File: config.mk
export PLATFORM = sky130hd
export DESIGN_NAME = btko_cell
export DESIGN_NICKNAME = d
export VERILOG_FILES = /design/src/btko_pkg.sv /design/src/btko_cell.sv
export SDC_FILE = /design/constraint.sdc
export NUM_CORES = 1
export LEC_CHECK = 0
export BUFFER_PORTS_ARGS = -buffer_cell sky130_fd_sc_hd__buf_2
export CORE_AREA = 4 4 229 231
export CTS_CLUSTER_DIAMETER = 200
export DETAILED_ROUTE_END_ITERATION = 7
export DIE_AREA = 0 0 233 235
export GPL_TIMING_DRIVEN = 0
export SKIP_LAST_GASP = 1
export SYNTH_ARGS = -nofsm -noshare
export SYNTH_HDL_FRONTEND = slang
export SYNTH_SLANG_ARGS = --single-unit
File: constraint.sdc
create_clock -name clk_i -period 4.45 [get_ports clk_i]
set_input_delay 0.89 -clock clk_i [delete_from_list [all_inputs] [get_ports clk_i]]
set_output_delay 0.89 -clock clk_i [all_outputs]
set_load 0.1 [all_outputs]
File: src/btko_pkg.sv
`timescale 1ns / 1ps
package btko_pkg;

  localparam int MaxEntriesDef = 64;
  localparam int CntW          = 7;
  localparam int IdxW          = 6;
  localparam int PidW          = 32;
  localparam int WideW         = 63;
  localparam int CpuW          = 14;
  localparam int KeyW          = 1 + CpuW + WideW + PidW;
  localparam int TokIdxW       = 8;
  localparam logic [CntW-1:0] CapReset = 7'd64;

  typedef enum logic [1:0] {
    OP_OFFER = 2'd0,
    OP_READ  = 2'd1,
    OP_CLEAR = 2'd2,
    OP_NOP   = 2'd3
  } op_e;

  typedef enum logic {
    ST_IDLE = 1'b0,
    ST_SCAN = 1'b1
  } state_e;

  typedef struct packed {
    logic [PidW-1:0]  pid;
    logic [WideW-1:0] identity;
    logic             managed;
    logic             cpu_known;
    logic [CpuW-1:0]  cpu_bp;
    logic             rss_known;
    logic [WideW-1:0] rss_size;
  } entry_t;

  // Running weakest entry handed from cell to cell
  typedef struct packed {
    logic               vld;
    logic               has;
    logic [KeyW-1:0]    key;
    logic [TokIdxW-1:0] idx;
  } tok_t;

  // Larger key ranks first: managed, cpu, rss, then lower pid
  function automatic logic [KeyW-1:0] rank_key(entry_t e);
    logic [CpuW-1:0]  c;
    logic [WideW-1:0] r;
    c = e.cpu_known ? e.cpu_bp : '0;
    r = e.rss_known ? e.rss_size : '0;
    return {e.managed, c, r, ~e.pid};
  endfunction

endpackage

File: src/btko_cell.sv
`timescale 1ns / 1ps
module btko_cell #(
  parameter int CELL_ID = 0
) (
  input  logic            clk_i,
  input  logic            rst_ni,
  input  logic            active_i,
  input  logic            wr_en_i,
  input  btko_pkg::entry_t wr_data_i,
  input  btko_pkg::tok_t  tok_i,
  output btko_pkg::tok_t  tok_o,
  output btko_pkg::entry_t entry_o
);

  btko_pkg::entry_t           entry_q;
  btko_pkg::tok_t             tok_d, tok_q;
  logic [btko_pkg::KeyW-1:0]  own_key;

  // Hold the stored entry
  always_ff @(posedge clk_i) begin
    if (wr_en_i) begin
      entry_q <= wr_data_i;
    end
  end

  // Take this entry as weakest when active and none is held yet or it ranks strictly after the running one
  always_comb begin
    own_key = btko_pkg::rank_key(entry_q);
    tok_d   = tok_i;
    if (active_i && (!tok_i.has || (tok_i.key > own_key))) begin
      tok_d.has = 1'b1;
      tok_d.key = own_key;
      tok_d.idx = btko_pkg::TokIdxW'(CELL_ID);
    end
  end

  // Advance the token to the next cell
  always_ff @(posedge clk_i or negedge rst_ni) begin
    if (!rst_ni) begin
      tok_q <= '0;
    end else begin
      tok_q <= tok_d;
    end
  end

  assign tok_o   = tok_q;
  assign entry_o = entry_q;

endmodule

==> impl_metrics.tcl <==
set metrics [dict create \
    synth_flop_cell "edfxtp_1" \
    async_reset_ff_frac 0.407 \
    cts_buffers 34 \
    first_global_vias 10300 \
    cpMostUsedCell "o21ai_1" \
    syn-num-nets 1318 \
    cts_hold_buf 0 \
    max_freq_ghz 0.242 \
    synth-seq-cells 295 \
    antenna_found_initial 6 \
    ir_drop_mv 0.376 \
    grt.total_usage 0.151 \
    area_growth_pct 40.6 \
    holdWs_ns 0.350 \
    synth_area_leaders "edfxtp_1, dfrtp_1, ha_1" \
    syn_area_per_cell_um2 13.9 \
    chipHeight_um 235 \
    insertion_delay_ns 0.53 \
    wl_um 42800 \
    synth.largest_area_cell "edfxtp_1" \
    fin_crit_sh 0.929 \
    relSlewSlack 0.576 \
    multi_input_area_um2 3830 \
    synth_edf_count 175 \
    tightest_slew_ns 0.635 \
    yosys.area.top_type_share 0.417 \
    drive_gt1_frac 0.431 \
    cts_tree "yes" \
    synth_cell_types 40 \
    clock_path_buffers 3 \
    status "complete, no violations" \
    ioPinCount 594 \
    arrival_ns 4.51 \
    num-fill-cells 5006 \
    antenna_left 0 \
    slew_viol_final 0 \
    fp.coreArea_um2 50100 \
    layout_commonest_cell "buf_2" \
    drt_first_pass_iters 6 \
    regArea_um2 8260 \
    clkSlewWorstSetupHoldPaths_ns 0.06 \
    start_util 0.252 \
    post-route-drc-count 0 \
    synth-seq-area-share 0.655 \
    hold_viol_final 0 \
    grt_overflow 0 \
    hold_class "in -> async" \
    path_delay_family "buffers and inverters" \
    setup_viol 0 \
    syn_area_um2 12600 \
    dp_hpwl_um 35000 \
    num_vias 9554 \
    cp-end-kind "register" \
    clock-sinks 295 \
    wl_per_cell_um 19.1 \
    fin_crit_ns 4.13 \
    num-nets-final 1950 \
    synth_warnings 0 \
    root_buffer "clkbuf_16" \
    path_max_fanout 10 \
    htree_levels 2 \
    maxCapViolCount 0 \
    worstPathRequired_ns 4.83 \
    crit_chain "clkbuf_4 -> clkbuf_2 -> nand2_1 -> ha_1 -> nand4_1 -> nor4_2 -> a221oi_1 -> o21ai_1 -> a211oi_4 -> o31ai_4 -> o21ai_1 -> buf_4 -> buf_6 -> buf_8 -> mux2i_1" \
    grt_pass1_wl_um 62800 \
    netlist_instances 909 \
    vias_per_cell 4.26 \
    drt_iter0_markers 300 \
    slowest_stage "nor4_2" \
    place_congestion 0.859 \
    fp.dieW_um 233 \
    rsz0062_at_grt "false" \
    cp-start-kind "register" \
    power_leakage_nw 8.91 \
    critical_path.max_stage_delay_ns 0.50 \
    dieArea_um2 54800 \
    power.density_nw_per_um2 506 \
    worstSetupPathType "reg -> reg" \
    std_cell_rows 82 \
    numPortBuffers 593 \
    grt_start_max_net_pins 114 \
    setup_slack_ns 0.318 \
    path_buf_inv 5 \
    skew_ns 0.0215 \
    dp_slack_ns -1.64 \
    layout_common_cells "buf_2, edfxtp_1, dfrtp_1, inv_1, ha_1" \
]
## worst register-to-register path, stage by stage (launching register included)
cell and delay [ns]:
edfxtp_1 0.34, clkbuf_4 0.30, clkbuf_2 0.29, nand2_1 0.11, ha_1 0.34, nand4_1 0.17, nor4_2 0.50, a221oi_1 0.14
o21ai_1 0.28, a211oi_4 0.15, o31ai_4 0.35, o21ai_1 0.12, buf_4 0.22, buf_6 0.19, buf_8 0.16, mux2i_1 0.33
## layer usage
metal  vias up  routed length, um  global-route usage
li1       4501                  -                   -
met1      4572              16000               0.171
met2       410              21700               0.270
met3        69               4060              0.0515
met4         2               1050              0.0451
met5         -                 13                   0
## per-stage QoR
| step | instance area [um2] | total power [mW] | util | setup TNS (ns) | instances |
|---|---|---|---|---|---|
| floorplan | 12600 | 5.49 | - | 0 | 909 |
| global placement | 16400 | 6.15 | 0.328 | -158.70 | 2174 |
| detailed placement | 16500 | 6.17 | 0.329 | -158.36 | 2176 |
| CTS | 17700 | 9.10 | 0.354 | 0 | 2237 |
| global route | 17700 | 9.32 | 0.354 | 0 | 2240 |
| finish | 17700 | 8.98 | 0.354 | 0 | 2241 |
## cells in the mapped netlist (3+ instances only)
master / instances
buf_4: 9
edfxtp_1: 175
nand2_1: 106
nor3_1: 3
mux2i_1: 109
a21oi_1: 43
nand4_1: 23
nor2b_1: 3
inv_1: 115
a211oi_1: 3
clkbuf_1: 8
dfrtp_1: 120
a21o_1: 6
a221oi_1: 5
ha_1: 110
o21ai_1: 3
nand3_1: 9
o21ai_0: 14
and2_1: 8
nor2_1: 9
## cells by family (layout without fill, tap and decap cells)
group / Yosys count / after routing / share of synthesized area
buffers and inverters: 136 / 793 / 0.0456
AND/OR/NAND/NOR: 172 / 172 / 0.0629
AO/OA/AOI/OAI: 86 / 86 / 0.0400
adder cells (fa/ha/maj): 110 / 110 / 0.109
other: 0 / 3 / 0
flip-flops: 295 / 295 / 0.655
multiplexers: 110 / 110 / 0.0874
## layout make-up
class                   instances  area share
flip-flops and latches        295       0.466
diodes                          3    0.000423
plain buffers                  21     0.00896
multi-input cells             478       0.216
clock buffers                  52      0.0600
well taps                     672      0.0474
clock inverters                 9     0.00536
repair buffers                596       0.172
inverters                     115      0.0243
## repair_timing
| action | CTS | global route |
|---|---|---|
| setup endpoints to repair | 118 | 10 |
| gates resized for setup | 17 | 2 |
| buffers inserted | 0 | 1 |
| hold endpoints to repair | 0 | 0 |
| pin swaps | 0 | 1 |
## report_power, final
group	leakage (nW)	switching [mW]	total (mW)	internal [mW]
registers	3.15	0.109	3.28	3.17
clock network	0.570	1.12	2.88	1.76
logic	5.18	2.33	2.82	0.487
total	8.91	3.56	8.98	5.42
## worst paths after layout
| path | start | to | slack (ns) | cells past startpoint |
|---|---|---|---|---|
| min in group clk_i | tok_i[119] | tok_o[119] | 0.47 | 1 |
| max in group asynchronous | rst_ni | tok_o[56] | 3.34 | 2 |
| worst max register to register | entry_o[63] | tok_o[101] | 0.32 | 15 |
| worst min-delay path | rst_ni | tok_o[2] | 0.35 | 1 |
| worst max-delay path | entry_o[63] | tok_o[101] | 0.32 | 15 |
| worst min register to register | entry_o[162] | tok_o[27] | 0.49 | 1 |
## registers in the layout, indices dropped and copies added (netlist names)
name and flops:
entry_o 175, tok_o 120
No activity file was read; power rests on OpenSTA's default activity.
